[config.mk]
export PLATFORM = sky130hd
export DESIGN_NAME = met_ctrl
export DESIGN_NICKNAME = d
export VERILOG_FILES = /design/src/rtl/met_pkg.sv /design/src/rtl/met_ctrl.sv
export SDC_FILE = /design/constraint.sdc
export NUM_CORES = 1
export LEC_CHECK = 0
export BUFFER_PORTS_ARGS = -buffer_cell sky130_fd_sc_hd__buf_2
export CAP_MARGIN = 20
export CORE_MARGIN = 1
export CORE_UTILIZATION = 59
export CTS_CLUSTER_SIZE = 10
export DETAILED_ROUTE_END_ITERATION = 8
export GPL_ROUTABILITY_DRIVEN = 0
export GPL_TIMING_DRIVEN = 0
export PLACE_DENSITY = 0.83
export SLEW_MARGIN = 25
export SYNTH_ARGS = -nofsm -noshare
export SYNTH_HDL_FRONTEND = slang
export SYNTH_SLANG_ARGS = --single-unit
[constraint.sdc]
create_clock -name clk -period 2.36 [get_ports clk]
set_input_delay 0.354 -clock clk [delete_from_list [all_inputs] [get_ports clk]]
set_output_delay 0.354 -clock clk [all_outputs]
set_load 0.1 [all_outputs]
[src/rtl/met_pkg.sv]
// Shared types, constants and command/status structs for the Mandelbrot
// escape-time core. No dependencies.
`default_nettype none
package met_pkg;

  localparam int COUNT_WIDTH     = 16;
  localparam int INPUT_FRAC_BITS = 28;
  localparam int IN_W            = 32;
  localparam int FRAC            = 40;
  localparam int IN_SHIFT        = FRAC - INPUT_FRAC_BITS;
  localparam int IT_W            = COUNT_WIDTH + 1;
  localparam int MOD_W           = 32;

  localparam logic [63:0] FOUR_Q      = 64'd4 << FRAC;
  localparam logic [63:0] QUARTER_Q   = 64'd1 << (FRAC - 2);
  localparam logic [63:0] LOW_BOUND_Q = 64'd0 - (64'd3 << (FRAC - 2));
  localparam logic [63:0] HIGH_BOUND_Q = 64'd417814418554;
  localparam logic [63:0] INT64_MAX   = 64'h7FFF_FFFF_FFFF_FFFF;

  localparam logic [COUNT_WIDTH-1:0] MAX_ITER_RESET = COUNT_WIDTH'(1000);
  localparam logic [COUNT_WIDTH-1:0] MAX_ITER_ZERO  = COUNT_WIDTH'(10);

  typedef enum logic [3:0] {
    OP_NONE,
    OP_LOAD,
    OP_MUL_XX,
    OP_MUL_YY,
    OP_MUL_LL,
    OP_MUL_RR,
    OP_MUL_XY,
    OP_LX,
    OP_Q,
    OP_R,
    OP_NX,
    OP_NY,
    OP_INC,
    OP_RAD,
    OP_ROOT_STEP,
    OP_EMIT
  } met_op_t;

  typedef enum logic [2:0] {
    DST_XX,
    DST_YY,
    DST_LL,
    DST_RR,
    DST_P
  } met_dst_t;

  typedef enum logic [4:0] {
    S_IDLE,
    S_CXX, S_CXX_W,
    S_CYY, S_CYY_W,
    S_LX,
    S_CLL, S_CLL_W,
    S_Q, S_R,
    S_CRR, S_CRR_W,
    S_CARD,
    S_CHECK,
    S_AXY, S_ANX, S_AXY_W,
    S_ANY,
    S_AXX, S_AXX_W,
    S_AYY, S_AYY_W,
    S_RAD, S_ROOT,
    S_EMIT_Z, S_EMIT_F
  } met_state_t;

  typedef struct packed {
    met_op_t op;
    logic    emit_full;  // emit count and modulus rather than zeros
  } met_cmd_t;

  typedef struct packed {
    logic mul_busy;
    logic esc;
    logic it_lt_limit;
    logic card_in;
    logic root_last;
    logic out_full;
  } met_sts_t;

  typedef struct packed {
    logic        valid;
    met_dst_t    dst;
    logic [63:0] value;
    logic        frac_zero;
  } met_mul_res_t;

endpackage
`default_nettype wire

[src/rtl/met_ctrl.sv]
// Controller: sequences the cardioid test, the orbit loop, the two extra
// steps, the square root and the result. Depends on met_pkg.
`default_nettype none
module met_ctrl (
  input  logic              clk,
  input  logic              rst_n,
  input  logic              in_valid,
  output logic              in_ready,
  input  met_pkg::met_sts_t sts,
  output met_pkg::met_cmd_t cmd
);

  met_pkg::met_state_t state_r, state_nxt;
  logic post_r, post_nxt, second_r, second_nxt;

  always_ff @(posedge clk) begin
    if (!rst_n) begin
      state_r  <= met_pkg::S_IDLE;
      post_r   <= 1'b0;
      second_r <= 1'b0;
    end else begin
      state_r  <= state_nxt;
      post_r   <= post_nxt;
      second_r <= second_nxt;
    end
  end

  always_comb begin
    state_nxt     = state_r;
    post_nxt      = post_r;
    second_nxt    = second_r;
    cmd.op        = met_pkg::OP_NONE;
    cmd.emit_full = 1'b0;
    in_ready      = 1'b0;
    unique case (state_r)
      met_pkg::S_IDLE: begin
        in_ready = 1'b1;
        if (in_valid) begin
          cmd.op     = met_pkg::OP_LOAD;
          post_nxt   = 1'b0;
          second_nxt = 1'b0;
          state_nxt  = met_pkg::S_CXX;
        end
      end
      met_pkg::S_CXX: begin
        cmd.op = met_pkg::OP_MUL_XX; state_nxt = met_pkg::S_CXX_W;
      end
      met_pkg::S_CXX_W: if (!sts.mul_busy) state_nxt = met_pkg::S_CYY;
      met_pkg::S_CYY: begin
        cmd.op = met_pkg::OP_MUL_YY; state_nxt = met_pkg::S_CYY_W;
      end
      met_pkg::S_CYY_W: if (!sts.mul_busy) state_nxt = met_pkg::S_LX;
      met_pkg::S_LX: begin
        cmd.op = met_pkg::OP_LX; state_nxt = met_pkg::S_CLL;
      end
      met_pkg::S_CLL: begin
        cmd.op = met_pkg::OP_MUL_LL; state_nxt = met_pkg::S_CLL_W;
      end
      met_pkg::S_CLL_W: if (!sts.mul_busy) state_nxt = met_pkg::S_Q;
      met_pkg::S_Q: begin
        cmd.op = met_pkg::OP_Q; state_nxt = met_pkg::S_R;
      end
      met_pkg::S_R: begin
        cmd.op = met_pkg::OP_R; state_nxt = met_pkg::S_CRR;
      end
      met_pkg::S_CRR: begin
        cmd.op = met_pkg::OP_MUL_RR; state_nxt = met_pkg::S_CRR_W;
      end
      met_pkg::S_CRR_W: if (!sts.mul_busy) state_nxt = met_pkg::S_CARD;
      met_pkg::S_CARD: begin
        state_nxt = sts.card_in ? met_pkg::S_EMIT_Z : met_pkg::S_CHECK;
      end
      met_pkg::S_CHECK: begin
        if (sts.esc) begin
          if (sts.it_lt_limit) begin
            post_nxt  = 1'b1;
            state_nxt = met_pkg::S_AXY;
          end else begin
            state_nxt = met_pkg::S_EMIT_Z;
          end
        end else begin
          cmd.op    = met_pkg::OP_INC;
          state_nxt = sts.it_lt_limit ? met_pkg::S_AXY : met_pkg::S_EMIT_Z;
        end
      end
      met_pkg::S_AXY: begin
        cmd.op = met_pkg::OP_MUL_XY; state_nxt = met_pkg::S_ANX;
      end
      met_pkg::S_ANX: begin
        cmd.op = met_pkg::OP_NX; state_nxt = met_pkg::S_AXY_W;
      end
      met_pkg::S_AXY_W: if (!sts.mul_busy) state_nxt = met_pkg::S_ANY;
      met_pkg::S_ANY: begin
        cmd.op = met_pkg::OP_NY; state_nxt = met_pkg::S_AXX;
      end
      met_pkg::S_AXX: begin
        cmd.op = met_pkg::OP_MUL_XX; state_nxt = met_pkg::S_AXX_W;
      end
      met_pkg::S_AXX_W: if (!sts.mul_busy) state_nxt = met_pkg::S_AYY;
      met_pkg::S_AYY: begin
        cmd.op = met_pkg::OP_MUL_YY; state_nxt = met_pkg::S_AYY_W;
      end
      met_pkg::S_AYY_W: begin
        if (!sts.mul_busy) begin
          if (!post_r) begin
            state_nxt = met_pkg::S_CHECK;
          end else if (!second_r) begin
            second_nxt = 1'b1;
            state_nxt  = met_pkg::S_AXY;
          end else begin
            state_nxt = met_pkg::S_RAD;
          end
        end
      end
      met_pkg::S_RAD: begin
        cmd.op = met_pkg::OP_RAD; state_nxt = met_pkg::S_ROOT;
      end
      met_pkg::S_ROOT: begin
        cmd.op = met_pkg::OP_ROOT_STEP;
        if (sts.root_last) state_nxt = met_pkg::S_EMIT_F;
      end
      met_pkg::S_EMIT_Z: begin
        if (!sts.out_full) begin
          cmd.op    = met_pkg::OP_EMIT;
          state_nxt = met_pkg::S_IDLE;
        end
      end
      met_pkg::S_EMIT_F: begin
        if (!sts.out_full) begin
          cmd.op        = met_pkg::OP_EMIT;
          cmd.emit_full = 1'b1;
          state_nxt     = met_pkg::S_IDLE;
        end
      end
      default: state_nxt = met_pkg::S_IDLE;
    endcase
  end

  a_mul_free: assert property (@(posedge clk) disable iff (!rst_n)
    (cmd.op == met_pkg::OP_MUL_XX || cmd.op == met_pkg::OP_MUL_YY ||
     cmd.op == met_pkg::OP_MUL_LL || cmd.op == met_pkg::OP_MUL_RR ||
     cmd.op == met_pkg::OP_MUL_XY) |-> !sts.mul_busy)
    else $error("multiplier issued while busy");

  a_emit_room: assert property (@(posedge clk) disable iff (!rst_n)
    (cmd.op == met_pkg::OP_EMIT) |-> !sts.out_full)
    else $error("result overwritten before taken");

  a_root_end: assert property (@(posedge clk) disable iff (!rst_n)
    (state_r == met_pkg::S_ROOT && sts.root_last) |=> (state_r == met_pkg::S_EMIT_F))
    else $error("root did not end in emit");

  a_second_post: assert property (@(posedge clk) disable iff (!rst_n)
    second_r |-> post_r)
    else $error("second extra step without escape");

endmodule
`default_nettype wire

==> results of run 1 <==
==> Yosys cell counts, types with 2 or more instances <==
library cell | n | share of area, %
o22ai_1 | 2 | 1.4
a2111oi_0 | 2 | 2.0
and3_1 | 3 | 2.1
a21oi_1 | 9 | 5.1
a211o_1 | 2 | 2.0
nor2b_1 | 3 | 2.1
buf_4 | 2 | 1.7
a32oi_1 | 3 | 3.0
nor2_1 | 13 | 5.5
o21ai_1 | 2 | 1.1
nand2b_1 | 2 | 1.4
nand3_1 | 4 | 2.3
xnor2_1 | 2 | 2.0
and3b_1 | 2 | 2.0
a21oi_2 | 2 | 2.0
nor4_1 | 2 | 1.4
dfxtp_1 | 7 | 16
nand2_1 | 16 | 6.8
inv_2 | 3 | 1.3
o31ai_1 | 2 | 1.7
buf_2 | 9 | 5.1
mux2i_1 | 5 | 5.7
o21ai_0 | 6 | 3.4
==> timing repair <==
action | CTS | global route
gates resized for setup | 3 | 8
buffers inserted | 0 | 0
setup endpoints to repair | 2 | 4
==> power groups by stage <==
stage	sequential [mW]	clock [mW]	combinational (mW)
global route	0.159	0.121	1.07
global placement	0.159	0	0.953
CTS	0.158	0.117	0.968
finish	0.158	0.110	1.01
floorplan	0.156	0	0.817
detailed placement	0.160	0	0.960
==> layer usage <==
metal | vias to the layer above | part of all wire (%) | global-route usage (%)
met5 | - | 0 | 0
met2 | 66 | 44 | 55.16
li1 | 502 | - | -
met3 | 6 | 8.6 | 7.065
met1 | 466 | 46 | 44.37
met4 | 0 | 1.3 | 7.500
==> cell families (layout without fill, tap and decap cells) <==
group           count (synthesis)  in the layout  synth area share, %
buf+inv                        17             35                10.24
xor+xnor                        3              3                2.988
mux                             5              5                5.690
simple gates                   54             54                33.29
fa+ha+maj                       1              1                1.138
compound gates                 39             39                30.73
flops                           7              7                15.93
==> state kept, by name, summed over array words and instances, names as in the netlist <==
register,flops
post_r,1
second_r,1
state_r,5
==> layout by cell type, fill, tap and decap left out, types with 2 or more instances in the layout <==
master	instances
nand3_1	4
o31ai_1	2
buf_2	17
mux2i_1	5
a21oi_1	8
a211o_1	2
dfxtp_1	6
buf_6	3
o21ai_2	2
a2111oi_0	2
nor2b_1	3
nor2_1	13
and3_1	3
a21oi_2	3
nor4_1	2
a32oi_1	3
clkbuf_4	5
xnor2_1	2
o22ai_1	2
o21ai_0	6
and3b_1	2
nand2_1	16
clkbuf_1	2
inv_2	3
buf_4	4
nand2b_1	2
==> layout make-up <==
type,count,area [sq um]
Buffer,13,80.08
Multi-Input combinational cell,102,670.6
Inverter,4,15.01
Clock buffer,4,26.28
Fill cell,107,310.3
Tap cell,15,18.77
Timing Repair Buffer,14,87.58
Sequential cell,7,141.4
==> path summary, 6_finish.rpt <==
check | slack (ns) | depth (start not counted) | start | to
worst max-delay path | 0.11 | 6 | state_r[0]$_SDFFE_PN0P_ | cmd[3]
worst min-delay path | 0.43 | 3 | rst_n | state_r[0]$_SDFFE_PN0P_
worst max register to register | 0.75 | 6 | state_r[1]$_SDFFE_PN0P_ | state_r[4]$_SDFFE_PN0P_
worst min register to register | 0.52 | 2 | second_r$_SDFFE_PN0P_ | second_r$_SDFFE_PN0P_
==> stage by stage <==
step	hold WS, ns	utilization (%)
2_1_floorplan	0.4785	-
3_3_place_gp	0.5176	72.85
3_5_place_dp	0.5048	72.85
4_1_cts	0.4089	75.35
5_1_grt	0.4123	77.02
6_report	0.4316	77.02
==> critical path: cells and delay by family, from the launching register on <==
kind                   cells  cell delay (ns)
DFF                        1             0.30
buffers and inverters      4             0.84
AOI/OAI and AO/OA          2             0.51
==> metrics, run 1 <==
Synth async-reset ratio 0%; Synth cell types 46; Boundary Pins 15; CP max-delay cell o32a_1; Finished Cell Area 1040 sq um; grt ovf 0; number of synthesized register bits 7; Final WS setup 0.1052 ns; DP HPWL 1775 um; Startpoint Class flop; crit-path max FO 10; DR iter-0 viols 52; largest net degree at the start of global routing 11; Placed Cells 155; Max Cap Violations 0; Syn Inst Count 126; Setup violations, final 0; core area about 1400 sq um; antenna violations before repair 0; Initial Util roughly two thirds; status finished clean; Crit Path Category flop to output pin; clock sink count 7; Tmin final about 2.3 ns; CTS root buf clkbuf_4; Die X-Extent 40.61 um; total power 1.278 mW; Nets 154; clock slew at reported path FFs around 0.050 ns; share of the clock period used by the worst path between 90% and 100%; Max-slew headroom 68.05%; Primary FF master, synth dfxtp_1; setup TNS 0 ns; placed instance area 983.4 sq um; Pwr per Cell Area 1229 nW/um^2; Sw Pwr 759.8 uW; post-route clock skew around 0.0011 ns; Avg Vias per Cell 6.541; post-route antenna net violation count 0; crit-path max cell delay 0.38 ns; worst path cell trace buf_6 > buf_2 > buf_2 > o32a_1 > o21ai_2 > clkbuf_4; combinational power share 79.0%; Site Rows 13; switching part of the total 59.46%; post-synthesis sequential area ratio 15.93%; DRC 0; via count about 1,000; CP most frequent cell buf_2; Syn Area/Cell roughly 7 sq um; non-filler cells in the finished layout ~160; DR pass1 iterations 4; share of post-route cells with drive strength above 1 29.17%; CTS buffer count 3; Hold Fails Final Rpt 0; RSZ-0062 raised after global routing no; CP Data Arrival Time 1.90 ns; Die Area approximately 1600 sq um; CTS Hold Bufs 0; CP required 2.01 ns; worst slack at placement between 0.2 and 0.25 ns; maximum clock insertion buffer count 2; antenna cells 0; CP Capture Type output pin; syn_nets 135; GRT Overall Usage 33.45%; Slew Limit Fails 0; number of global-route vias before repair ~840; die height 40.61 um; H-tree depth 1; Post-Syn Area 879.6 sq um; worst min path class input pin to flop; Ys Warns 0; number of enable flip-flop cells after synthesis 0; Max Fclk 443.5 MHz; input/output buffers 14; Lkg Pwr 0.4092 nW; maximum VDD drop 870.4 uV; Layout area overhead 18.21%; Skew-Pair Late Insertion Delay 0.26 ns; overall routed net length 2534 um; first-pass GRT wire length about 3700 um; CTS tree built; drt wl/cell approximately 16 um; Clk pwr share 8.6%; sequential power share about an eighth; Pint 517.9 uW; worst-margin pin slew 0.4826 ns
No activity file was read; power rests on OpenSTA's default activity.
==> run 2: changes to the inputs <==
--- a/config.mk
+++ b/config.mk
@@ -14,6 +14,7 @@
 export GPL_ROUTABILITY_DRIVEN = 0
 export GPL_TIMING_DRIVEN = 0
 export PLACE_DENSITY = 0.83
+export SETUP_SLACK_MARGIN = 0.4
 export SLEW_MARGIN = 25
 export SYNTH_ARGS = -nofsm -noshare
 export SYNTH_HDL_FRONTEND = slang
==> run 2 against run 1 <==
Compared with the run above: the flow now stops in 4_1_cts; synthesized cell count unchanged; synthesized area unchanged.
==> metrics, run 2 <==
status did not finish; Failed at 4_1_cts; stop err [ERROR DPL-0038] Utilization greater than 100%, impossible to legalize; Synth async-reset ratio 0% (unchanged); number of synthesized register bits 7 (unchanged); maximum clock insertion buffer count 2 (unchanged); Post-Syn Area 879.6 sq um (unchanged); synth cell count leaders 16 x nand2_1, 13 x nor2_1, 9 x a21oi_1, 9 x buf_2, 7 x dfxtp_1; Initial Util 65.15% (unchanged); number of post-CTS setup repair buffers 19 (+19); Primary FF master, synth dfxtp_1; CTS root buf clkbuf_4; Yosys top cell area share 15.93% (unchanged); CTS Hold Bufs 0 (unchanged); syn_nets 135 (unchanged); Die X-Extent 40.61 um (unchanged); Ys Warns 0 (unchanged); Synth cell types 46 (unchanged); post-synthesis sequential area ratio 15.93% (unchanged); worst slack at placement 0.1382 ns (-0.08904 ns); largest cells by area after synthesis dfxtp_1 16%, nand2_1 6.8%, mux2i_1 5.7%, nor2_1 5.5%, a21oi_1 5.1%; Syn Inst Count 126 (unchanged); H-tree depth 1 (unchanged); count leader, synth nand2_1; DP HPWL 1766 um (-0.55%); post-CTS sizing 53 (+50); Syn Area/Cell 6.981 sq um (unchanged); largest area contributor in the netlist dfxtp_1; number of enable flip-flop cells after synthesis 0 (unchanged); Site Rows 13 (unchanged); CTS buffer count 3 (unchanged); input/output buffers 14 (unchanged); clock sink count 7 (unchanged); Boundary Pins 15 (unchanged); die height 40.61 um (unchanged)
run 2: cell counts after synthesis:
Identical to the previous run, type by type.
run 2: cell families after synthesis:
family	after synthesis	share of synthesized area (%)
and+or+nand+nor	54	33.29
buffers and inverters	17	10.24
adders and majority gates	1	1.138
DFF	7	15.93
muxes	5	5.690
xor gates and xnor gates	3	2.988
AOI/OAI and AO/OA	39	30.73
run 2: metrics by stage:
stage / utilization [%] / instances / area [sq um]
after global placement: 76.00 / 155 / 1026
after floorplan: - / 126 / 937.1
after detailed placement: 76.00 / 155 / 1026
==> run 3: changes to the inputs <==
--- a/config.mk
+++ b/config.mk
@@ -7,14 +7,12 @@
 export LEC_CHECK = 0
 export BUFFER_PORTS_ARGS = -buffer_cell sky130_fd_sc_hd__buf_2
 export CAP_MARGIN = 20
-export CORE_MARGIN = 1
-export CORE_UTILIZATION = 59
-export CTS_CLUSTER_SIZE = 10
+export CORE_AREA = 2 2 63 65
 export DETAILED_ROUTE_END_ITERATION = 8
+export DIE_AREA = 0 0 65 67
 export GPL_ROUTABILITY_DRIVEN = 0
 export GPL_TIMING_DRIVEN = 0
-export PLACE_DENSITY = 0.83
-export SETUP_SLACK_MARGIN = 0.4
+export PLACE_DENSITY_LB_ADDON = 0.15
 export SLEW_MARGIN = 25
 export SYNTH_ARGS = -nofsm -noshare
 export SYNTH_HDL_FRONTEND = slang
==> run 3 against run 2 <==
Compared with the run above: the run now ends clean.
==> metrics, run 3 (synthesis gave the netlist of run 1 again) <==
status finished clean; Site Rows 22 (+9); CP max-delay cell maj3_1; CTS tree built; post-route clock skew 0.001897 ns; input/output buffers 14 (unchanged); worst-margin pin slew 0.4831 ns; Max Fclk between 400 and 500 MHz; share of the clock period used by the worst path between 90% and 100%; first-pass GRT wire length roughly 4500 um; H-tree depth 1 (unchanged); Die Area 4355 sq um; Setup violations, final 0; max reg flops 5; crit-path max cell delay 0.35 ns; Die X-Extent 65 um (+60%); overall routed net length 2748 um; worst path cell trace buf_2 > buf_4 > inv_2 > maj3_1 > a221oi_1 > a21oi_2 > buf_4; CP Capture Type output pin; antenna violations before repair 0; hold slack about 0.46 ns; Boundary Pins 15 (unchanged); core area 3606 sq um; Tmin final 2.305 ns; worst min path class input pin to flop; antenna cells 0; die height 67 um (+65%); DRC 0; Skew-Pair Late Insertion Delay 0.22 ns; share of post-route cells with drive strength above 1 between 20% and 30%; Layout area overhead 23.33%; Max-slew headroom about two thirds; GRT Overall Usage about an eighth; RSZ-0062 raised after global routing yes; DR pass1 iterations 4; Slew Limit Fails 0; CP Data Arrival Time 1.95 ns; Avg Vias per Cell about 5.3; most frequent cells in the layout 19 x buf_2, 16 x nand2_1, 13 x nor2_1; top flop regs state_r (5), post_r (1), second_r (1); clock sink count 7 (unchanged); grt ovf 0; Crit Path Category flop to output pin; drt wl/cell 14.31 um; clock slew at reported path FFs 0.04 ns; DP HPWL 2118 um (+20%); via count 1,026; commonest non-fill, non-tap cell in the layout buf_2; Lkg Pwr 0.4164 nW; Top delay family on crit path buffers and inverters; maximum VDD drop 284.2 uV; non-filler cells in the finished layout 192; crit-path max FO 10; largest reg by FF count state_r; Initial Util 24.39% (-41 points); CTS buffer count 3 (unchanged); WP buf/inv 4; CP required 2.01 ns; CTS root buf clkbuf_8; Pwr per Cell Area around 1200 nW/um^2; Nets approximately 150; Placed Cells 188 (+21%); CP most frequent cell buf_4; DR iter-0 viols 81; Layout fillers 399; Max Cap Violations 0; maximum clock insertion buffer count 2 (unchanged); largest net degree at the start of global routing 11; Startpoint Class flop; post-route antenna net violation count 0; CTS Hold Bufs 0 (unchanged); number of global-route vias before repair 984; Hold Fails Final Rpt 0
-- run 3: path summary, 6_finish.rpt --
kind,startpoint,to,slack (ns),cells after the start
max,state_r[4]$_SDFFE_PN0P_,cmd[2],0.06,7
min,rst_n,state_r[4]$_SDFFE_PN0P_,0.46,3
max reg2reg,state_r[1]$_SDFFE_PN0P_,state_r[2]$_SDFFE_PN0P_,0.70,6
min reg2reg,second_r$_SDFFE_PN0P_,second_r$_SDFFE_PN0P_,0.54,2
-- run 3: repair_timing --
item / in CTS / in global routing
cloned: 0 / 0
gates resized for setup: 2 / 5
buffers inserted: 0 / 0
endpoints found under the hold margin: 0 / 0
setup endpoints to repair: 1 / 4
-- run 3: power by group --
part	internal, mW	leakage (nW)	switching (mW)
sequential	0.143	0.0574	0.0150
combinational	0.299	0.336	0.700
clock	0.116	0.0228	0.0452
total	0.559	0.416	0.760
-- run 3: per-layer routing --
layer / track usage (%) / vias to the layer above / share of wire, %
met3: 3.041 / 8 / 7.2
met5: 0 / - / 0
met1: 16.65 / 473 / 41
met4: 3.723 / 0 / 2.1
li1: - / 504 / -
met2: 22.68 / 41 / 49
-- run 3: worst register-to-register path, cell delays in order (launching register included) --
cell,delay (ns)
dfxtp_1,0.38
buf_2,0.26
nand2_1,0.14
o32ai_1,0.35
a21oi_2,0.09
nand3_4,0.15
mux2i_1,0.22
-- run 3: through the flow --
stage | setup slack [ns] | power, mW | area, sq um | utilization [%] | setup TNS, ns
2_1_floorplan | -0.04567 | 0.9730 | 894.6 | - | -0.04567
3_3_place_gp | 0.1750 | 1.151 | 1025 | 28.42 | 0
3_5_place_dp | 0.1901 | 1.143 | 1025 | 28.42 | 0
4_1_cts | 0.01195 | 1.309 | 1075 | 29.81 | 0
5_1_grt | -0.04758 | 1.412 | 1085 | 30.08 | -0.08880
6_report | 0.05517 | 1.319 | 1085 | 30.08 | 0
-- run 3: cell type report --
type | instances | area, sq um | area share (%)
plain buffers | 13 | 77.57 | 7.151
well taps | 48 | 60.06 | 5.536
multi-input cells | 102 | 664.4 | 61.25
inverters | 4 | 15.01 | 1.384
clock buffers | 4 | 45.04 | 4.152
repair buffers | 14 | 81.33 | 7.497
flip-flops and latches | 7 | 141.4 | 13.03
